$ cat config.mk
export PLATFORM = sky130hd
export DESIGN_NAME = next_permutation_generator_unit_flat
export DESIGN_NICKNAME = d
export VERILOG_FILES = /design/src/sv/npg_pkg.sv /design/src/sv/npg_req_if.sv /design/src/sv/npg_rsp_if.sv /design/src/sv/next_permutation_generator_unit.sv /design/src/sv/npg_ram.sv /design/src/sv/npg_controller.sv /design/src/sv/npg_datapath.sv /design/src/flat_wrapper.sv
export SDC_FILE = /design/constraint.sdc
export NUM_CORES = 1
export LEC_CHECK = 0
export BUFFER_PORTS_ARGS = -buffer_cell sky130_fd_sc_hd__buf_2
export CAP_MARGIN = 20
export CELL_PAD_IN_SITES_DETAIL_PLACEMENT = 1
export CELL_PAD_IN_SITES_GLOBAL_PLACEMENT = 2
export CORE_MARGIN = 1.5
export CORE_UTILIZATION = 41
export DETAILED_ROUTE_END_ITERATION = 10
export PLACE_DENSITY_LB_ADDON = 0.15
export SKIP_LAST_GASP = 1
export SLEW_MARGIN = 20
export SYNTH_ARGS = -nofsm -noshare
export SYNTH_HDL_FRONTEND = slang
export SYNTH_HIERARCHICAL = 1
export SYNTH_SLANG_ARGS = --single-unit
$ cat constraint.sdc
create_clock -name clock -period 12.74 [get_ports clock]
set_input_delay 3.822 -clock clock [delete_from_list [all_inputs] [get_ports clock]]
set_output_delay 3.822 -clock clock [all_outputs]
set_load 0.02 [all_outputs]
$ cat src/sv/npg_pkg.sv
`timescale 1ns / 1ps
// ----------------------------------------------------------------------------
// npg_pkg: shared types and constants of the permutation generator
// Field widths, command and status bundles, controller states.
// ----------------------------------------------------------------------------
package npg_pkg;

   localparam int MAX_ELEMENTS_DEF = 16;
   localparam int VALUE_W          = 16;
   localparam int COUNT_W          = 5;
   localparam int LOAD_IDX_W       = 4;
   localparam int POS_W            = 4;

   localparam logic [COUNT_W-1:0] COUNT_RESET = COUNT_W'(16);

   typedef enum logic {
      OP_LOAD = 1'b0,
      OP_STEP = 1'b1
   } op_type;

   typedef enum logic [3:0] {
      ST_IDLE,
      ST_PIV_FIRST,
      ST_PIV_LOOP,
      ST_EMIT_LD,
      ST_EMIT_WAIT,
      ST_TGT_LOOP,
      ST_SWAP_A,
      ST_SWAP_B,
      ST_REV_CHK,
      ST_REV_RA,
      ST_REV_RB,
      ST_REV_WB
   } state_type;

   typedef enum logic [2:0] {
      IDX_HOLD,
      IDX_LAST,
      IDX_ZERO,
      IDX_DEC,
      IDX_INC,
      IDX_LO,
      IDX_HI
   } idx_sel_type;

   typedef enum logic [2:0] {
      WR_NONE,
      WR_LOAD,
      WR_PIVOT,
      WR_TARGET,
      WR_LO,
      WR_HI
   } wr_sel_type;

   typedef enum logic [1:0] {
      REV_HOLD,
      REV_FULL,
      REV_SUFFIX,
      REV_STEP
   } rev_sel_type;

   typedef struct packed {
      idx_sel_type idx_sel;
      wr_sel_type  wr_sel;
      rev_sel_type rev_sel;
      logic        load_right;
      logic        load_pivot;
      logic        load_low;
      logic        load_rsp;
      logic        wrap_clr;
      logic        wrap_set;
   } cmd_type;

   typedef struct packed {
      logic idx_zero;
      logic idx_last;
      logic less_right;
      logic pv_less;
      logic rev_more;
      logic wrapped;
   } status_type;

endpackage

$ cat src/sv/npg_req_if.sv
`timescale 1ns / 1ps
// ----------------------------------------------------------------------------
// npg_req_if: request channel
// Load or step beats with valid/ready handshake.
// ----------------------------------------------------------------------------
interface npg_req_if import npg_pkg::*; ();
   logic                         valid;
   logic                         ready;
   logic                         op;
   logic [LOAD_IDX_W-1:0]        load_index;
   logic signed [VALUE_W-1:0]    load_value;

   modport source (output valid, output op, output load_index, output load_value,
                   input ready);
   modport sink   (input valid, input op, input load_index, input load_value,
                   output ready);
endinterface

$ cat src/sv/npg_rsp_if.sv
`timescale 1ns / 1ps
// ----------------------------------------------------------------------------
// npg_rsp_if: response channel
// One beat per emitted arrangement element, valid/ready handshake.
// ----------------------------------------------------------------------------
interface npg_rsp_if import npg_pkg::*; ();
   logic                         valid;
   logic                         ready;
   logic signed [VALUE_W-1:0]    element_value;
   logic [POS_W-1:0]             element_position;
   logic                         last_element;
   logic                         wrapped;

   modport source (output valid, output element_value, output element_position,
                   output last_element, output wrapped, input ready);
   modport sink   (input valid, input element_value, input element_position,
                   input last_element, input wrapped, output ready);
endinterface

$ cat src/sv/next_permutation_generator_unit.sv
// Load beat: accepted from idle, no response beats; the next beat may follow at once.
// Step beat: emits the arrangement, then advances it in place; rsp stalls hold the emit, and a
//   step holds req ready low until its advance is done, so one step runs at a time.
// Reset: synchronous, active high; count returns to 16, arrangement is unknown until loaded.
`timescale 1ns / 1ps
// ----------------------------------------------------------------------------
// next_permutation_generator_unit: lexicographic permutation stepper
// Holds a signed arrangement in RAM; a step beat emits it and then advances
// it in place to the next lexicographic permutation.
// ----------------------------------------------------------------------------
module next_permutation_generator_unit import npg_pkg::*; #(
   parameter int MAX_ELEMENTS = MAX_ELEMENTS_DEF
) (
   input  logic               clock,
   input  logic               reset,
   npg_req_if.sink            req_bus,
   npg_rsp_if.source          rsp_bus,
   input  logic               csr_valid,
   output logic               csr_ready,
   input  logic [COUNT_W-1:0] csr_element_count
);

   localparam int IW = (MAX_ELEMENTS > 1) ? $clog2(MAX_ELEMENTS) : 1;

   // Sequence of one step beat:
   //   1. scan down from the last entry for the rightmost ascent (pivot);
   //      no ascent means the whole arrangement reverses and wrapped is set,
   //      so the flag is known before the first response beat leaves
   //   2. emit entries 0..n-1, one read and one response beat each
   //   3. scan down again for the rightmost entry above the pivot
   //   4. swap pivot and that entry, two writes
   //   5. reverse the suffix (or everything on wrap), one pair of entries at a time

   cmd_type              cmd;
   status_type           status;
   logic                 ram_wr_en;
   logic [IW-1:0]        ram_wr_addr;
   logic [VALUE_W-1:0]   ram_wr_data;
   logic [IW-1:0]        ram_rd_addr;
   logic [VALUE_W-1:0]   ram_rd_data;

   // the user must change the count only between steps; the block does not enforce it and always takes the write
   assign csr_ready = 1'b1;

   npg_controller u_ctrl (
      .clock     (clock),
      .reset     (reset),
      .req_valid (req_bus.valid),
      .req_op    (req_bus.op),
      .req_ready (req_bus.ready),
      .rsp_valid (rsp_bus.valid),
      .rsp_ready (rsp_bus.ready),
      .status    (status),
      .cmd       (cmd)
   );

   npg_datapath #(
      .MAX_ELEMENTS (MAX_ELEMENTS)
   ) u_dp (
      .clock        (clock),
      .reset        (reset),
      .cfg_we       (csr_valid && csr_ready),
      .cfg_data     (csr_element_count),
      .req_index    (req_bus.load_index),
      .req_value    (req_bus.load_value),
      .cmd          (cmd),
      .status       (status),
      .ram_wr_en    (ram_wr_en),
      .ram_wr_addr  (ram_wr_addr),
      .ram_wr_data  (ram_wr_data),
      .ram_rd_addr  (ram_rd_addr),
      .ram_rd_data  (ram_rd_data),
      .out_value    (rsp_bus.element_value),
      .out_position (rsp_bus.element_position),
      .out_last     (rsp_bus.last_element),
      .out_wrapped  (rsp_bus.wrapped)
   );

   // arrangement storage
   npg_ram #(
      .WIDTH (VALUE_W),
      .DEPTH (MAX_ELEMENTS)
   ) u_ram (
      .clock   (clock),
      .wr_en   (ram_wr_en),
      .wr_addr (ram_wr_addr),
      .wr_data (ram_wr_data),
      .rd_addr (ram_rd_addr),
      .rd_data (ram_rd_data)
   );

endmodule

$ cat src/sv/npg_ram.sv
`timescale 1ns / 1ps
// ----------------------------------------------------------------------------
// npg_ram: generic single-write, single-read RAM
// Registered read data, no reset on the storage.
// ----------------------------------------------------------------------------
module npg_ram #(
   parameter int WIDTH = 16,
   parameter int DEPTH = 16,
   localparam int AW   = (DEPTH > 1) ? $clog2(DEPTH) : 1
) (
   input  logic             clock,
   input  logic             wr_en,
   input  logic [AW-1:0]    wr_addr,
   input  logic [WIDTH-1:0] wr_data,
   input  logic [AW-1:0]    rd_addr,
   output logic [WIDTH-1:0] rd_data
);

   logic [WIDTH-1:0] mem_ff [DEPTH];
   logic [WIDTH-1:0] rd_data_ff;

   always_ff @(posedge clock) begin
      if (wr_en) begin
         mem_ff[wr_addr] <= wr_data;
      end
      rd_data_ff <= mem_ff[rd_addr];
   end

   assign rd_data = rd_data_ff;

endmodule

$ cat src/sv/npg_controller.sv
`timescale 1ns / 1ps
// ----------------------------------------------------------------------------
// npg_controller: sequencer of the permutation generator
// Walks pivot scan, emit, target scan, swap and suffix reversal.
// ----------------------------------------------------------------------------
module npg_controller import npg_pkg::*; (
   input  logic       clock,
   input  logic       reset,
   input  logic       req_valid,
   input  logic       req_op,
   output logic       req_ready,
   output logic       rsp_valid,
   input  logic       rsp_ready,
   input  status_type status,
   output cmd_type    cmd
);

   state_type state_ff;
   state_type state_in;
   logic      is_step;

   assign is_step = (op_type'(req_op) == OP_STEP);

   always_ff @(posedge clock) begin
      if (reset) begin
         state_ff <= ST_IDLE;
      end else begin
         state_ff <= state_in;
      end
   end

   // next state
   always_comb begin
      state_in = state_ff;
      case (state_ff)
         ST_IDLE: begin
            if (req_valid && is_step) begin
               state_in = ST_PIV_FIRST;
            end
         end
         ST_PIV_FIRST: begin
            state_in = status.idx_zero ? ST_EMIT_LD : ST_PIV_LOOP;
         end
         ST_PIV_LOOP: begin
            if (status.less_right || status.idx_zero) begin
               state_in = ST_EMIT_LD;
            end
         end
         ST_EMIT_LD: begin
            state_in = ST_EMIT_WAIT;
         end
         ST_EMIT_WAIT: begin
            if (rsp_ready) begin
               if (!status.idx_last) begin
                  state_in = ST_EMIT_LD;
               end else if (status.wrapped) begin
                  state_in = ST_REV_CHK;
               end else begin
                  state_in = ST_TGT_LOOP;
               end
            end
         end
         ST_TGT_LOOP: begin
            if (status.pv_less) begin
               state_in = ST_SWAP_A;
            end
         end
         ST_SWAP_A: begin
            state_in = ST_SWAP_B;
         end
         ST_SWAP_B: begin
            state_in = ST_REV_CHK;
         end
         ST_REV_CHK: begin
            state_in = status.rev_more ? ST_REV_RA : ST_IDLE;
         end
         ST_REV_RA: begin
            state_in = ST_REV_RB;
         end
         ST_REV_RB: begin
            state_in = ST_REV_WB;
         end
         ST_REV_WB: begin
            state_in = ST_REV_CHK;
         end
         default: begin
            state_in = ST_IDLE;
         end
      endcase
   end

   // outputs
   always_comb begin
      req_ready      = 1'b0;
      rsp_valid      = 1'b0;
      cmd            = '0;
      cmd.idx_sel    = IDX_HOLD;
      cmd.wr_sel     = WR_NONE;
      cmd.rev_sel    = REV_HOLD;
      case (state_ff)
         ST_IDLE: begin
            req_ready = 1'b1;
            if (req_valid) begin
               if (is_step) begin
                  cmd.idx_sel  = IDX_LAST;
                  cmd.wrap_clr = 1'b1;
               end else begin
                  cmd.wr_sel = WR_LOAD;
               end
            end
         end
         ST_PIV_FIRST: begin
            cmd.load_right = 1'b1;
            if (status.idx_zero) begin
               cmd.wrap_set = 1'b1;
               cmd.idx_sel  = IDX_ZERO;
            end else begin
               cmd.idx_sel = IDX_DEC;
            end
         end
         ST_PIV_LOOP: begin
            if (status.less_right) begin
               cmd.load_pivot = 1'b1;
               cmd.idx_sel    = IDX_ZERO;
            end else begin
               cmd.load_right = 1'b1;
               if (status.idx_zero) begin
                  cmd.wrap_set = 1'b1;
                  cmd.idx_sel  = IDX_ZERO;
               end else begin
                  cmd.idx_sel = IDX_DEC;
               end
            end
         end
         ST_EMIT_LD: begin
            cmd.load_rsp = 1'b1;
         end
         ST_EMIT_WAIT: begin
            rsp_valid = 1'b1;
            if (rsp_ready) begin
               if (!status.idx_last) begin
                  cmd.idx_sel = IDX_INC;
               end else if (status.wrapped) begin
                  cmd.rev_sel = REV_FULL;
               end else begin
                  cmd.idx_sel = IDX_LAST;
               end
            end
         end
         ST_TGT_LOOP: begin
            if (!status.pv_less) begin
               cmd.idx_sel = IDX_DEC;
            end
         end
         ST_SWAP_A: begin
            cmd.wr_sel = WR_PIVOT;
         end
         ST_SWAP_B: begin
            cmd.wr_sel  = WR_TARGET;
            cmd.rev_sel = REV_SUFFIX;
         end
         ST_REV_CHK: begin
            if (status.rev_more) begin
               cmd.idx_sel = IDX_LO;
            end
         end
         ST_REV_RA: begin
            cmd.load_low = 1'b1;
            cmd.idx_sel  = IDX_HI;
         end
         ST_REV_RB: begin
            cmd.wr_sel = WR_LO;
         end
         ST_REV_WB: begin
            cmd.wr_sel  = WR_HI;
            cmd.rev_sel = REV_STEP;
         end
         default: begin
            req_ready = 1'b0;
         end
      endcase
   end

endmodule

$ cat src/sv/npg_datapath.sv
`timescale 1ns / 1ps
// ----------------------------------------------------------------------------
// npg_datapath: registers, compares and RAM access of the generator
// Read address is the next index, so read data always matches idx_ff.
// ----------------------------------------------------------------------------
module npg_datapath import npg_pkg::*; #(
   parameter int MAX_ELEMENTS = MAX_ELEMENTS_DEF,
   localparam int IW          = (MAX_ELEMENTS > 1) ? $clog2(MAX_ELEMENTS) : 1
) (
   input  logic                      clock,
   input  logic                      reset,
   input  logic                      cfg_we,
   input  logic [COUNT_W-1:0]        cfg_data,
   input  logic [LOAD_IDX_W-1:0]     req_index,
   input  logic signed [VALUE_W-1:0] req_value,
   input  cmd_type                   cmd,
   output status_type                status,
   output logic                      ram_wr_en,
   output logic [IW-1:0]             ram_wr_addr,
   output logic [VALUE_W-1:0]        ram_wr_data,
   output logic [IW-1:0]             ram_rd_addr,
   input  logic [VALUE_W-1:0]        ram_rd_data,
   output logic signed [VALUE_W-1:0] out_value,
   output logic [POS_W-1:0]          out_position,
   output logic                      out_last,
   output logic                      out_wrapped
);

   logic [COUNT_W-1:0]        count_ff, count_in;
   logic [IW-1:0]             idx_ff, idx_in;
   logic [IW-1:0]             pivot_ff, pivot_in;
   logic [IW-1:0]             lo_ff, lo_in;
   logic [IW-1:0]             hi_ff, hi_in;
   logic signed [VALUE_W-1:0] right_ff, right_in;
   logic signed [VALUE_W-1:0] pv_ff, pv_in;
   logic signed [VALUE_W-1:0] vlo_ff, vlo_in;
   logic signed [VALUE_W-1:0] value_ff, value_in;
   logic [POS_W-1:0]          pos_ff, pos_in;
   logic                      last_ff, last_in;
   logic                      wrap_ff, wrap_in;

   logic [IW-1:0]             last_idx;
   logic signed [VALUE_W-1:0] rdata;
   logic                      in_range;

   assign rdata    = $signed(ram_rd_data);
   assign in_range = (32'(req_index) < 32'(MAX_ELEMENTS));

   // clamp the count register to 1..MAX_ELEMENTS, as a last index
   always_comb begin
      if (count_ff == '0) begin
         last_idx = '0;
      end else if (32'(count_ff) > 32'(MAX_ELEMENTS)) begin
         last_idx = IW'(MAX_ELEMENTS - 1);
      end else begin
         last_idx = IW'(count_ff - COUNT_W'(1));
      end
   end

   always_comb begin
      case (cmd.idx_sel)
         IDX_HOLD: idx_in = idx_ff;
         IDX_LAST: idx_in = last_idx;
         IDX_ZERO: idx_in = '0;
         IDX_DEC:  idx_in = idx_ff - IW'(1);
         IDX_INC:  idx_in = idx_ff + IW'(1);
         IDX_LO:   idx_in = lo_ff;
         IDX_HI:   idx_in = hi_ff;
         default:  idx_in = idx_ff;
      endcase
   end

   assign ram_rd_addr = idx_in;

   always_comb begin
      ram_wr_en   = 1'b0;
      ram_wr_addr = idx_ff;
      ram_wr_data = ram_rd_data;
      case (cmd.wr_sel)
         WR_NONE: begin
            ram_wr_en = 1'b0;
         end
         WR_LOAD: begin
            ram_wr_en   = in_range;
            ram_wr_addr = IW'(req_index);
            ram_wr_data = req_value;
         end
         WR_PIVOT: begin
            // read data still holds the swap target entry
            ram_wr_en   = 1'b1;
            ram_wr_addr = pivot_ff;
            ram_wr_data = ram_rd_data;
         end
         WR_TARGET: begin
            ram_wr_en   = 1'b1;
            ram_wr_addr = idx_ff;
            ram_wr_data = pv_ff;
         end
         WR_LO: begin
            ram_wr_en   = 1'b1;
            ram_wr_addr = lo_ff;
            ram_wr_data = ram_rd_data;
         end
         WR_HI: begin
            ram_wr_en   = 1'b1;
            ram_wr_addr = hi_ff;
            ram_wr_data = vlo_ff;
         end
         default: begin
            ram_wr_en = 1'b0;
         end
      endcase
   end

   always_comb begin
      count_in = cfg_we ? cfg_data : count_ff;
      right_in = cmd.load_right ? rdata : right_ff;
      pivot_in = cmd.load_pivot ? idx_ff : pivot_ff;
      pv_in    = cmd.load_pivot ? rdata : pv_ff;
      vlo_in   = cmd.load_low ? rdata : vlo_ff;
      value_in = cmd.load_rsp ? rdata : value_ff;
      pos_in   = cmd.load_rsp ? POS_W'(idx_ff) : pos_ff;
      last_in  = cmd.load_rsp ? (idx_ff == last_idx) : last_ff;
      wrap_in  = wrap_ff;
      if (cmd.wrap_clr) begin
         wrap_in = 1'b0;
      end else if (cmd.wrap_set) begin
         wrap_in = 1'b1;
      end
      lo_in = lo_ff;
      hi_in = hi_ff;
      case (cmd.rev_sel)
         REV_HOLD: begin
            lo_in = lo_ff;
         end
         REV_FULL: begin
            lo_in = '0;
            hi_in = last_idx;
         end
         REV_SUFFIX: begin
            lo_in = pivot_ff + IW'(1);
            hi_in = last_idx;
         end
         REV_STEP: begin
            lo_in = lo_ff + IW'(1);
            hi_in = hi_ff - IW'(1);
         end
         default: begin
            lo_in = lo_ff;
         end
      endcase
   end

   always_ff @(posedge clock) begin
      if (reset) begin
         count_ff <= COUNT_RESET;
         idx_ff   <= '0;
         wrap_ff  <= 1'b0;
      end else begin
         count_ff <= count_in;
         idx_ff   <= idx_in;
         wrap_ff  <= wrap_in;
      end
   end

   always_ff @(posedge clock) begin
      right_ff <= right_in;
      pivot_ff <= pivot_in;
      pv_ff    <= pv_in;
      vlo_ff   <= vlo_in;
      value_ff <= value_in;
      pos_ff   <= pos_in;
      last_ff  <= last_in;
      lo_ff    <= lo_in;
      hi_ff    <= hi_in;
   end

   assign status.idx_zero   = (idx_ff == '0);
   assign status.idx_last   = (idx_ff == last_idx);
   assign status.less_right = (rdata < right_ff);
   assign status.pv_less    = (pv_ff < rdata);
   assign status.rev_more   = (lo_ff < hi_ff);
   assign status.wrapped    = wrap_ff;

   assign out_value    = value_ff;
   assign out_position = pos_ff;
   assign out_last     = last_ff;
   assign out_wrapped  = wrap_ff;

endmodule
$ cat src/flat_wrapper.sv
// flat-port wrapper written by rule: the top's interface ports become plain ports
module next_permutation_generator_unit_flat import npg_pkg::*;
#(
   parameter int MAX_ELEMENTS = MAX_ELEMENTS_DEF
)
  (clock, reset, csr_valid, csr_ready, csr_element_count, req_bus_valid, req_bus_op, req_bus_load_index, req_bus_load_value, req_bus_ready, rsp_bus_valid, rsp_bus_element_value, rsp_bus_element_position, rsp_bus_last_element, rsp_bus_wrapped, rsp_bus_ready);
  npg_req_if req_bus_i ();
  npg_rsp_if rsp_bus_i ();
  input  logic clock;
  input  logic reset;
  input  logic csr_valid;
  output logic csr_ready;
  input  logic [COUNT_W-1:0] csr_element_count;
  input wire logic [$bits(req_bus_i.valid)-1:0] req_bus_valid;
  input wire logic [$bits(req_bus_i.op)-1:0] req_bus_op;
  input wire logic [$bits(req_bus_i.load_index)-1:0] req_bus_load_index;
  input wire logic [$bits(req_bus_i.load_value)-1:0] req_bus_load_value;
  output wire logic [$bits(req_bus_i.ready)-1:0] req_bus_ready;
  output wire logic [$bits(rsp_bus_i.valid)-1:0] rsp_bus_valid;
  output wire logic [$bits(rsp_bus_i.element_value)-1:0] rsp_bus_element_value;
  output wire logic [$bits(rsp_bus_i.element_position)-1:0] rsp_bus_element_position;
  output wire logic [$bits(rsp_bus_i.last_element)-1:0] rsp_bus_last_element;
  output wire logic [$bits(rsp_bus_i.wrapped)-1:0] rsp_bus_wrapped;
  input wire logic [$bits(rsp_bus_i.ready)-1:0] rsp_bus_ready;
  assign req_bus_i.valid = req_bus_valid;
  assign req_bus_i.op = req_bus_op;
  assign req_bus_i.load_index = req_bus_load_index;
  assign req_bus_i.load_value = req_bus_load_value;
  assign req_bus_ready = req_bus_i.ready;
  assign rsp_bus_valid = rsp_bus_i.valid;
  assign rsp_bus_element_value = rsp_bus_i.element_value;
  assign rsp_bus_element_position = rsp_bus_i.element_position;
  assign rsp_bus_last_element = rsp_bus_i.last_element;
  assign rsp_bus_wrapped = rsp_bus_i.wrapped;
  assign rsp_bus_i.ready = rsp_bus_ready;
  next_permutation_generator_unit #(.MAX_ELEMENTS(MAX_ELEMENTS)) u_core (.clock(clock), .reset(reset), .req_bus(req_bus_i), .rsp_bus(rsp_bus_i), .csr_valid(csr_valid), .csr_ready(csr_ready), .csr_element_count(csr_element_count));
endmodule
# Word-level counts from Yosys, hierarchy flattened
# Memories as Yosys holds them, arrays and structs flattened. A register that Yosys moved wholly into a read port is not among the register bits.
# Index checks and enable logic that the tools add are counted.
# Widths: inputs -> output; s select.
# word_totals
output_inout_bits	25
ram_bits	256
in_bits	31
mem_count	1
regBits	95
wordCells	115
# mem_list
memory	words	word_bits	rd	rd_clocked_by_memory_dff	write_ports	line	text
u_core.u_ram.mem_ff	16	16	1	1	1	npg_ram.sv:19	logic [WIDTH-1:0] mem_ff [DEPTH];
# classes
n_eq_ne	30
magnitude_cmp	4
reduce_logical	12
addsub	6
mux	49
# op_table
op	count
$pmux 16 s3	1
$pmux 4 s11	1
$mux 4	9
$lt 16x16->1	2
$pmux 4 s6	1
$mux 1	23
$pmux 3 s7	1
$eq 4x3->1 const B	4
$eq 4x4->1 const B	4
$pmux 4 s4	1
$eq 3x3->1 const B	5
$pmux 3 s5	1
$add 4x1->4 const B	3
$eq 3x2->1 const B	4
$mux 3	4
$pmux 4 s3	1
$sub 4x1->4 const B	3
$eq 4x2->1 const B	2
$logic_not 4->1	2
$ne 2x2->1 const B	4
$pmux 4 s2	1
$eq 3x1->1 const B	2
$mux 6	1
$pmux 2 s3	1
16 further kinds	20

# Logic depth before layout (Yosys ltp)
# Gate-level depths: netlist of the first run.
# logic_depth
word_depth	10
ltp_mapped	25
mapped_depth_nobuf	22

# Cells and area by module
# The synthesis of the first run kept the hierarchy.
# modules_own_cells
module	seq_area_each_um2	cells_per_inst	area_each_um2	n_inst
npg_ram	8007.7	432	10042.1	1
npg_datapath	2632.5	448	5084.9	1
npg_controller	80.1	81	553.0	1
next_permutation_generator_unit	0.0	2	11.3	1

# Worst setup path after synthesis of the first run
# No wires, ideal clock.
# synth_timing
path_type	input to register
startpoint	input req_bus_valid
endpoint	memory u_core.u_ram.mem_ff[0][0] (enable)
arrival_ns	6.549
setup_ns	0.409
t_required_ns	12.331
path_buffers	1
slack_ns	5.781
path_stages	8
path_cell_list	nand2_1 o22ai_1 buf_2 mux4_2 nor2_1 a21oi_1 or3b_2 nor3_1
# synth_lines
item	line	text
from (decl)	flat_wrapper.sv:14	input wire logic [$bits(req_bus_i.valid)-1:0] req_bus_valid;
to (decl)	npg_ram.sv:19	

==> results of run 1 <==
-- final timing paths --
path / to / slack (ns) / depth (start not counted)
hold / removal: u_core/u_dp/count_ff[3]$_SDFFE_PP0P_ / 0.57 / 2
setup reg to reg: u_core/u_ram/rd_data[0]$_DFF_P_ / 6.45 / 21
setup / recovery: u_core/u_ram/rd_data[6]$_DFF_P_ / 5.64 / 13
hold reg to reg: u_core/u_dp/count_ff[3]$_SDFFE_PP0P_ / 0.57 / 2
-- cell usage after synthesis, drive strengths merged, types with 3 or more instances --
master	number	share of area, %
a211oi	3	0.14
a21o	5	0.24
a21oi	30	1.0
a221oi	5	0.28
a22o	16	0.89
a22oi	32	1.5
a31oi	4	0.16
a32o	3	0.19
and2	6	0.24
and3	3	0.12
buf	29	1.2
clkbuf	20	0.50
dfxtp	30	3.8
edfxtp	337	64
ha	38	3.0
inv	53	1.3
mux2	3	0.22
mux2i	31	2.0
mux4	66	9.7
nand2	66	1.6
nand2b	12	0.48
nand3	4	0.13
nand4	4	0.26
nor2	48	1.1
nor2b	7	0.28
nor3	19	0.61
nor4	4	0.16
o21ai	19	0.61
o221ai	14	0.78
o22ai	3	0.16
o32a	3	0.19
xnor2	9	0.50
-- tightest hold or removal path, delay by kind of cell, from the launching register on --
kind	cells	cell delay, ns
flip-flops	1	0.34
multiplexers	1	0.13
AND/OR/NAND/NOR	1	0.05
-- power by group through the flow --
stage,registers [W],clock network (W),logic [W]
CTS,0.00166,0.00127,0.00108
floorplan,0.00163,0,0.000765
detailed placement,0.00169,0,0.00107
finish,0.00166,0.00124,0.00106
global placement,0.00169,0,0.00105
global route,0.00167,0.00131,0.00117
-- final cells by class --
| class | count | area [um2] | area share, % |
|---|---|---|---|
| inverters | 53 | 199 | 1.09 |
| well taps | 511 | 639 | 3.52 |
| repair buffers | 92 | 556 | 3.06 |
| clock buffers | 53 | 1150 | 6.34 |
| multi-input cells | 493 | 4630 | 25.5 |
| clock inverters | 22 | 283 | 1.56 |
| flip-flops and latches | 367 | 10700 | 59.0 |
-- sequential cells by signal (all words and copies together), names as in the netlist --
| signal | cells |
|---|---|
| u_core/u_ram/mem_ff | 256 |
| u_core/u_dp/out_wrapped | 1 |
| u_core/u_dp/out_position | 4 |
| u_core/u_ram/rd_data | 16 |
| u_core/u_dp/out_value | 16 |
| u_core/u_dp/pv_ff | 16 |
| u_core/u_dp/out_last | 1 |
| u_core/u_dp/pivot_ff | 4 |
| u_core/u_dp/count_ff | 5 |
| u_core/u_dp/vlo_ff | 16 |
| u_core/u_dp/idx_ff | 4 |
| u_core/u_dp/right_ff | 16 |
| u_core/u_dp/lo_ff | 4 |
| u_core/u_dp/hi_ff | 4 |
| u_core/u_ctrl/state_ff | 4 |
-- through the flow --
| step | total power (W) | util (%) | area (um2) | worst slack [ns] | std cells |
|---|---|---|---|---|---|
| after detailed placement | 0.00276 | 44.4 | 16700 | 5.01 | 1516 |
| after global routing | 0.00416 | 48.3 | 18200 | 5.20 | 1591 |
| final | 0.00396 | 48.3 | 18200 | 5.64 | 1591 |
| after global placement | 0.00273 | 44.3 | 16700 | 5.04 | 1515 |
| after floorplan | 0.00239 | - | 15700 | 5.78 | 963 |
| after CTS | 0.00401 | 48.2 | 18100 | 5.55 | 1591 |
-- layer usage --
layer,global-route usage [%],wire (um),part of all wire [%]
met2,32.8,18700,48
met3,2.97,1530,3.9
met5,0,0,0
met1,28.7,18100,46
met4,5.08,614,1.6
-- cells by family after synthesis --
| group | count (synthesis) | synth area share (%) |
|---|---|---|
| xor gates and xnor gates | 11 | 0.614 |
| DFF | 367 | 68.3 |
| AOI/OAI and AO/OA | 153 | 7.03 |
| other | 1 | 0.0239 |
| adders and majority gates | 41 | 3.29 |
| buffers and inverters | 103 | 3.05 |
| muxes | 100 | 11.9 |
| and+or+nand+nor | 187 | 5.78 |
==> reports/qor_table.md, run 1 <==
| Quantity | Reported |
| --- | --- |
| Worst rel slew slack | 21.9% |
| Antenna diode count | 0 |
| Internal power contribution | 0.00275 W |
| Cell Pwr Density | 218 nW/um2 |
| Clock tree buffer depth | 3 |
| Worst hold path class | reg2reg |
| Min-Delay Startpoint | u_core/u_dp/count_ff[3]$_SDFFE_PP0P_ |
| Share of power burned in the clock network | 31.3% |
| Max Clk Rate | 0.141 GHz |
| Worst voltage drop across the vdd grid | 0.122 mV |
| Top-level port count | 56 |
| Number of library cell types mapped by synthesis | 68 |
| Synth warn | 6 |
| Synthesized area per cell | 16.3 um2 |
| 1st-iter DRT viols | 542 |
| Die footprint | 39500 um2 |
| Most common library cell in the layout ignoring fill and taps | sky130_fd_sc_hd__edfxtp_1 |
| Routed via count | 8832 |
| Via count normalized by instance count | 5.55 |
| # rows | 71 |
| First drt pass iteration count | 5 |
| Total global-route track usage | 20.2% |
| Final TNS setup | 0 ns |
| Critical path endpoint category | register |
| Ratio of cells with drive above 1 in the final layout | 23.9% |
| Post-synth design cell area | 15700 um2 |
| DIE HEIGHT | 199 um |
| Net Count, Synth | 1033 |
| Clock Root Buffer | sky130_fd_sc_hd__clkbuf_16 |
| Post-CTS Resized | 0 |
| Global-route congestion overflow total | 0 |
| Number of standard cells after synthesis | 963 |
| Post-route DRC violation count | 0 |
| Reg power frac | 41.9% |
| Category of cells accounting for the largest share of critical-path delay | compound AO/OA/AOI/OAI gates |
| Startpoint of the most critical register-to-register path | u_core/u_ram/rd_data[9]$_DFF_P_ |
| Max Cap Violations | 0 |
| Final critical-path share of the clock period | 55.7% |
| Largest fanout of any net on the critical path | 43 |
| Power dissipated by switching net loads | 0.00121 W |
| Buffers inserted during post-CTS setup optimization | 0 |
| Placer Congestion | 0.769 |
| Share of synthesized registers carrying an async set or reset | 0% |
| Maximum level of the CTS H-tree | 2 |
| Clk Latency, worst-skew pair | 0.54 ns |
| Hold buffer count at cts | 0 |
| Cell Chain, Critical Path | buf_2 > nand2_1 > o221ai_1 > a21o_1 > a21oi_1 > nand2_1 > o21ai_0 > a211oi_4 > buf_4 > buf_4 > mux4_1 > a22oi_1 > nand2_1 |
| Number of nets in the finished design | 1118 |
| Final Hold Violating Endpoints | 0 |
| Crit path required time | 13.15 ns |
| Clock tree from TritonCTS | done |
| Comb pwr share | 26.8% |
| Number of fill cells | 3673 |
| Switching share of power | 30.6% |
| Worst Clk Skew | 0.0247 ns |
| Worst hold margin | 0.567 ns |
| Worst-margin pin slew | 1.17 ns |
| Top library cells by usage in the layout, fill and taps aside | sky130_fd_sc_hd__edfxtp_1 (337), sky130_fd_sc_hd__nand2_1 (66), sky130_fd_sc_hd__mux4_2 (56) |
| Critical Path Start Type | primary input |
| Slew Limit Fails | 0 |
| Clock input transition at the sequential cells of the worst setup and hold paths | 0.06 ns |
| Num CTS Buffers | 41 |
| First-pass GRT wire length | 58200 um |
| Drt total wl | 38900 um |
| Dpl hpwl | 23100 um |
| Pin count of the biggest net entering global routing | 65 |
| Worst setup path startpoint | rsp_bus_ready |
| Slowest cell delay on critical path | 0.78 ns |
| CP max stage cell | sky130_fd_sc_hd__buf_4 |
| Post-synth EDFFs | 337 |
| Setup repair after global routing missed its margin | false |
| Vias in the first global route | 9263 |
| Leading register cell type out of synthesis | sky130_fd_sc_hd__edfxtp_1 |
| Bufs and invs on worst path | 3 |
| Chip width | 199 um |
| Starting Density | 41.7% |
| Syn-to-layout area delta | 15.8% |
| Std-Cell Core Area | 37700 um2 |
| Arrival time at the worst endpoint | 7.51 ns |
| Top cell by count, worst path | sky130_fd_sc_hd__nand2_1 |
| Count of nets left with antenna violations after detail routing | 0 |
| IO buf count | 54 |
| Antenna violations before repair | 0 |
| Worst setup path category | in2reg |
| Setup-failing EPs final | 0 |
| Standby leakage power | 6.26 nW |
| Fraction of the yosys area taken by sequential cells | 68.3% |
| Mean routed wirelength per cell | 24.5 um |
| Outcome | completed |
| Clock Sinks | 367 |
| Minimum clock period | 7.10 ns |
| Number of flip-flops and latches in the synthesized netlist | 367 |
No activity file was read; power rests on OpenSTA's default activity.
==> inputs of run 2 (changes only) <==
==> constraint.sdc (replaced) <==
create_clock -name clock -period 6 [get_ports clock]
set_input_delay 1.8 -clock clock [delete_from_list [all_inputs] [get_ports clock]]
set_output_delay 1.8 -clock clock [all_outputs]
set_load 0.02 [all_outputs]
==> reports/qor_table.md, run 2 (synthesized netlist as in run 1, its figures left out) <==
| Quantity | Reported |
| --- | --- |
| Outcome | completed |
| Minimum clock period | 5.51 ns |
| Mean routed wirelength per cell | 24.2 um |
| Number of nets in the finished design | 1136 |
| Startpoint of the most critical register-to-register path | u_core/u_ram/rd_data[11]$_DFF_P_ |
| Pin count of the biggest net entering global routing | 53 |
| Standby leakage power | 6.28 nW |
| Clock tree from TritonCTS | done |
| Hold buffer count at cts | 0 |
| Routed via count | 8874 |
| Clk Latency, worst-skew pair | 0.56 ns |
| DIE HEIGHT | 199 um |
| Worst Hold Path Cells | 2 |
| Slew Limit Fails | 0 |
| Std-Cell Core Area | 37700 um2 |
| Crit path required time | 6.39 ns |
| Critical path endpoint category | register |
| Reg-to-reg critical path endpoint | u_core/u_ram/rd_data[13]$_DFF_P_ |
| Post-route DRC violation count | 0 |
| Number of fill cells | 3690 |
| Worst setup slack for register-to-register paths | 0.49 ns |
| Placer Congestion | 0.779 |
| Num CTS Buffers | 40 |
| Reg with most FFs | u_core/u_ram/mem_ff |
| Setup repair after global routing missed its margin | false |
| Clock input transition at the sequential cells of the worst setup and hold paths | 0.06 ns |
| Clock Root Buffer | sky130_fd_sc_hd__clkbuf_16 |
| Top library cells by usage in the layout, fill and taps aside | sky130_fd_sc_hd__edfxtp_1 (337), sky130_fd_sc_hd__nand2_1 (66), sky130_fd_sc_hd__mux4_2 (56) |
| First drt pass iteration count | 4 |
| Cell Pwr Density | 455 nW/um2 |
| Antenna diode count | 0 |
| Clock tree buffer depth | 3 |
| Antenna violations before repair | 0 |
| Setup-failing EPs final | 0 |
| Drt total wl | 38900 um |
| Worst voltage drop across the vdd grid | 0.249 mV |
| Worst rel slew slack | 48.5% |
| Final TNS setup | 0 ns |
| Post-layout power | 0.00827 W |
| Total global-route track usage | 20.6% |
| Via count normalized by instance count | 5.52 |
| Arrival time at the worst endpoint | 5.90 ns |
| Max Clk Rate | 0.181 GHz |
| Ratio of cells with drive above 1 in the final layout | 24.5% |
| Reg2Reg Depth | 21 |
| Worst setup path category | reg2reg |
| Count of nets left with antenna violations after detail routing | 0 |
| Syn-to-layout area delta | 15.8% |
| Starting Density | 41.7% |
| Clock Sinks | 367 |
| Worst Clk Skew | 0.0151 ns |
| Most common library cell in the layout ignoring fill and taps | sky130_fd_sc_hd__edfxtp_1 |
| Die footprint | 39500 um2 |
| Final Hold Violating Endpoints | 0 |
| Destination of the worst hold path | u_core/u_dp/count_ff[1]$_SDFFE_PP0P_ |
| Maximum level of the CTS H-tree | 2 |
| First-pass GRT wire length | 58800 um |
| Top-level port count | 56 |
| Number of flip-flops in the largest register | 256 |
| Worst hold path class | reg2reg |
| Final critical-path share of the clock period | 91.8% |
| Critical Path Start Type | register |
| Vias in the first global route | 9240 |
| Dpl hpwl | 24100 um |
| 1st-iter DRT viols | 471 |
| Max Cap Violations | 0 |
| Min-Delay Startpoint | u_core/u_dp/count_ff[1]$_SDFFE_PP0P_ |
| # rows | 71 |
| Global-route congestion overflow total | 0 |
| IO buf count | 54 |
| Chip width | 199 um |
| Largest fanout of any net on the critical path | 38 |
| Worst-margin pin slew | 0.773 ns |
[run 2: stage by stage]
step           setup slack, ns  hold WS [ns]  instances  area (um2)  utilization (%)
4_1_cts                  0.198         0.563       1609       18100             48.2
6_report                 0.490         0.561       1609       18200             48.2
2_1_floorplan            0.413         0.420        963       15700                -
5_1_grt                  0.107         0.580       1609       18200             48.2
3_3_place_gp             0.349         0.542       1535       16900             44.8
3_5_place_dp             0.207         0.552       1535       16900             44.9
[run 2: what timing repair did]
item / 4_1_cts / 5_1_grt
endpoints found under the setup margin: 0 / 11
setup buffers: 0 / 0
gates resized for setup: 0 / 1
[run 2: layout make-up]
class	count	area, um2	share of cell area [%]
Multi-Input combinational cell	493	4640	25.5
Tap cell	511	639	3.52
Sequential cell	367	10700	59.0
Clock inverter	20	136	0.750
Clock buffer	54	1110	6.09
Timing Repair Buffer	111	736	4.05
Inverter	53	199	1.09
[run 2: worst max-delay path by stage]
stage / from / endpoint / slack, ns / cells past startpoint
global route: u_core/u_ram/rd_data[5]$_DFF_P_ / u_core/u_ram/rd_data[13]$_DFF_P_ / 0.11 / 22
finish: u_core/u_ram/rd_data[11]$_DFF_P_ / u_core/u_ram/rd_data[13]$_DFF_P_ / 0.49 / 21
floorplan: u_core/u_ram/rd_data[9]$_DFF_P_ / u_core/u_ram/rd_data[13]$_DFF_P_ / 0.41 / 24
detailed placement: u_core/u_ram/rd_data[5]$_DFF_P_ / u_core/u_ram/rd_data[13]$_DFF_P_ / 0.21 / 21
global placement: u_core/u_ram/rd_data[11]$_DFF_P_ / u_core/u_ram/rd_data[13]$_DFF_P_ / 0.35 / 21
CTS: u_core/u_ram/rd_data[5]$_DFF_P_ / u_core/u_ram/rd_data[13]$_DFF_P_ / 0.20 / 21
[run 2: report_power, final]
group | leakage, nW | switching, W | internal (W) | total, W
Clock | 0.614 | 0.000991 | 0.00134 | 0.00233
Combinational | 2.36 | 0.00148 | 0.00101 | 0.00249
Sequential | 3.30 | 0.000152 | 0.00330 | 0.00345
Total | 6.28 | 0.00262 | 0.00565 | 0.00827
[run 2: critical path, cell delays in order (launching register included)]
cell and delay [ns]:
sky130_fd_sc_hd__dfxtp_1 0.46, sky130_fd_sc_hd__ha_1 0.29, sky130_fd_sc_hd__and4_1 0.19, sky130_fd_sc_hd__a221oi_1 0.29, sky130_fd_sc_hd__o21ai_0 0.17, sky130_fd_sc_hd__a21oi_1 0.18
sky130_fd_sc_hd__mux2i_1 0.42, sky130_fd_sc_hd__nor2_1 0.08, sky130_fd_sc_hd__a21oi_1 0.24, sky130_fd_sc_hd__nor3_2 0.07, sky130_fd_sc_hd__a21o_1 0.24, sky130_fd_sc_hd__nor2_1 0.17
sky130_fd_sc_hd__nand2_1 0.14, sky130_fd_sc_hd__inv_1 0.11, sky130_fd_sc_hd__fa_1 0.43, sky130_fd_sc_hd__a21oi_1 0.17, sky130_fd_sc_hd__a221oi_1 0.16, sky130_fd_sc_hd__nor2_4 0.34
sky130_fd_sc_hd__buf_12 0.30, sky130_fd_sc_hd__mux4_2 0.37, sky130_fd_sc_hd__a22oi_1 0.27, sky130_fd_sc_hd__nand2_1 0.21
[run 2: per-layer routing]
metal | GRT usage [%] | vias to the layer above | wire length, um
li1 | - | 4019 | -
met1 | 29.2 | 4638 | 18300
met2 | 33.1 | 168 | 18400
met3 | 2.73 | 49 | 1380
met4 | 6.06 | 0 | 758
met5 | 0 | - | 0
==> inputs of run 3 (changes only) <==
==> constraint.sdc (replaced) <==
create_clock -name clock -period 6.7 [get_ports clock]
set_input_delay 1.34 -clock clock [delete_from_list [all_inputs] [get_ports clock]]
set_output_delay 1.34 -clock clock [all_outputs]
set_load 0.02 [all_outputs]
==> reports/qor_table.md, run 3 (synthesized netlist as in run 1, its figures left out) <==
| Quantity | Reported |
| --- | --- |
| Total global-route track usage | 19.9% |
| Vias in the first global route | 9262 |
| IO buf count | 54 |
| Bufs and invs on worst path | 2 |
| Number of nets in the finished design | 1122 |
| Slowest cell delay on critical path | 0.52 ns |
| Starting Density | 41.7% |
| Worst setup slack for register-to-register paths | 1.23 ns |
| Antenna violations before repair | 1 |
| Worst hold path class | reg2reg |
| Crit path required time | 7.07 ns |
| Final Core Density | 48.1% |
| Minimum clock period | 5.47 ns |
| Worst voltage drop across the vdd grid | 0.224 mV |
| Dpl hpwl | 24100 um |
| Final Hold Violating Endpoints | 0 |
| Final TNS setup | 0 ns |
| Ratio of cells with drive above 1 in the final layout | 23.1% |
| Std-Cell Core Area | 37700 um2 |
| First drt pass iteration count | 5 |
| Antenna diode count | 0 |
| Top-level port count | 56 |
| Standby leakage power | 6.22 nW |
| DIE HEIGHT | 199 um |
| Buffers inserted during post-CTS setup optimization | 0 |
| Worst hold margin | 0.554 ns |
| Drt total wl | 38300 um |
| Arrival time at the worst endpoint | 5.84 ns |
| Critical path endpoint category | register |
| Num CTS Buffers | 40 |
| Max Clk Rate | 0.183 GHz |
| # rows | 71 |
| Most common library cell in the layout ignoring fill and taps | sky130_fd_sc_hd__edfxtp_1 |
| Worst setup path category | reg2reg |
| Critical Path Start Type | register |
| Number of flip-flops in the largest register | 256 |
| Max Cap Violations | 0 |
| Number of cells after detailed placement | 1521 |
| Reg with most FFs | u_core/u_ram/mem_ff |
| Maximum level of the CTS H-tree | 2 |
| Routed via count | 8793 |
| Global-route congestion overflow total | 0 |
| Post-route DRC violation count | 0 |
| Worst Clk Skew | 0.0154 ns |
| Pin count of the biggest net entering global routing | 65 |
| Reg2Reg Depth | 21 |
| Final non-filler cell total | 1594 |
| Cell Pwr Density | 407 nW/um2 |
| Stages on the worst setup path | 21 |
| CP max stage cell | sky130_fd_sc_hd__dfxtp_1 |
| Post-layout power | 0.00739 W |
| Clock Root Buffer | sky130_fd_sc_hd__clkbuf_16 |
| Setup-failing EPs final | 0 |
| Cell Chain, Critical Path | ha_1 > and4_1 > a221oi_1 > o21ai_0 > a21oi_1 > mux2i_1 > nor2_1 > a21oi_1 > nor3_2 > a21o_1 > nor2_1 > nand2_1 > inv_1 > fa_1 > a21oi_1 > a221oi_1 > nor2_4 > buf_12 > mux4_1 > a22oi_1 > nand2_1 |
| Final critical-path share of the clock period | 81.6% |
| Number of fill cells | 3640 |
| Setup repair after global routing missed its margin | false |
| Top library cells by usage in the layout, fill and taps aside | sky130_fd_sc_hd__edfxtp_1 (337), sky130_fd_sc_hd__nand2_1 (66), sky130_fd_sc_hd__mux4_2 (56) |
| 1st-iter DRT viols | 544 |
| Mean routed wirelength per cell | 24.0 um |
| Clock input transition at the sequential cells of the worst setup and hold paths | 0.06 ns |
| Clock tree buffer depth | 3 |
| Clock Sinks | 367 |
| Via count normalized by instance count | 5.52 |
| Worst-margin pin slew | 1.08 ns |
| Clk Latency, worst-skew pair | 0.55 ns |
| Largest fanout of any net on the critical path | 64 |
| Top cell by count, worst path | sky130_fd_sc_hd__a21oi_1 |
| Syn-to-layout area delta | 15.6% |
| Worst rel slew slack | 28.0% |
| Clock tree from TritonCTS | done |
| Category of cells accounting for the largest share of critical-path delay | compound AO/OA/AOI/OAI gates |
| Chip width | 199 um |
| Slew Limit Fails | 0 |
| Die footprint | 39500 um2 |
| First-pass GRT wire length | 57500 um |
| Outcome | completed |
| Count of nets left with antenna violations after detail routing | 0 |
| Hold buffer count at cts | 0 |
| Post-CTS Resized | 0 |
| Placer Congestion | 0.781 |
| Worst Hold Path Cells | 0 |
[run 3: cell types whose count changed in the layout (fill, tap and decap cells not counted), moves of 2 or more]
cell                         change
sky130_fd_sc_hd__clkinv_1        +7
sky130_fd_sc_hd__clkbuf_1        -5
sky130_fd_sc_hd__clkinv_2        -7
sky130_fd_sc_hd__bufinv_16       +2
sky130_fd_sc_hd__clkinvlp_4      +2
sky130_fd_sc_hd__buf_4          -15
[run 3: layer usage]
metal  wire [um]  global-route usage, %  vias up
met4         644                   4.85        2
met5          11                      0        -
met3        1780                   3.36       48
li1            -                      -     3977
met2       18600                   33.3      186
met1       17200                   27.3     4580
[run 3: path summary, 6_finish.rpt]
| kind | startpoint | endpoint |
|---|---|---|
| worst max-delay path | u_core/u_ram/rd_data[10]$_DFF_P_ | u_core/u_ram/rd_data[4]$_DFF_P_ |
| worst min-delay path | u_core/u_ram/rd_data[4]$_DFF_P_ | u_core/u_dp/vlo_ff[4]$_DFFE_PP_ |
| worst max register to register | u_core/u_ram/rd_data[10]$_DFF_P_ | u_core/u_ram/rd_data[4]$_DFF_P_ |
| worst min register to register | u_core/u_ram/rd_data[4]$_DFF_P_ | u_core/u_dp/vlo_ff[4]$_DFFE_PP_ |
[run 3: final cells by class]
type	instances	area, um2	area share [%]
Clock inverter	24	224	1.23
Inverter	53	199	1.10
Sequential cell	367	10700	59.1
Multi-Input combinational cell	493	4630	25.5
Tap cell	511	639	3.53
Timing Repair Buffer	97	643	3.55
Clock buffer	49	1080	5.93
[run 3: power by group]
part / switching [W] / total (W) / internal, W / leakage, nW
Clock: 0.000895 / 0.00216 / 0.00126 / 0.622
Combinational: 0.00121 / 0.00209 / 0.000876 / 2.30
Sequential: 0.000194 / 0.00315 / 0.00295 / 3.30
[run 3: through the flow]
step | instance area [um2] | setup WS (ns)
after floorplan | 15700 | 1.11
after global placement | 16800 | 1.33
after detailed placement | 16800 | 1.24
after CTS | 18100 | 1.21
after global routing | 18100 | 0.895
final | 18100 | 1.23
[run 3: worst reg2reg max path, delay by kind of cell, from the launching register on]
family | cells | cell delay (ns)
buffers and inverters | 2 | 0.44
AND/OR/NAND/NOR | 7 | 1.02
flip-flops | 1 | 0.52
AO/OA/AOI/OAI | 8 | 1.80
adder cells (fa/ha/maj) | 2 | 0.74
multiplexers | 2 | 0.77
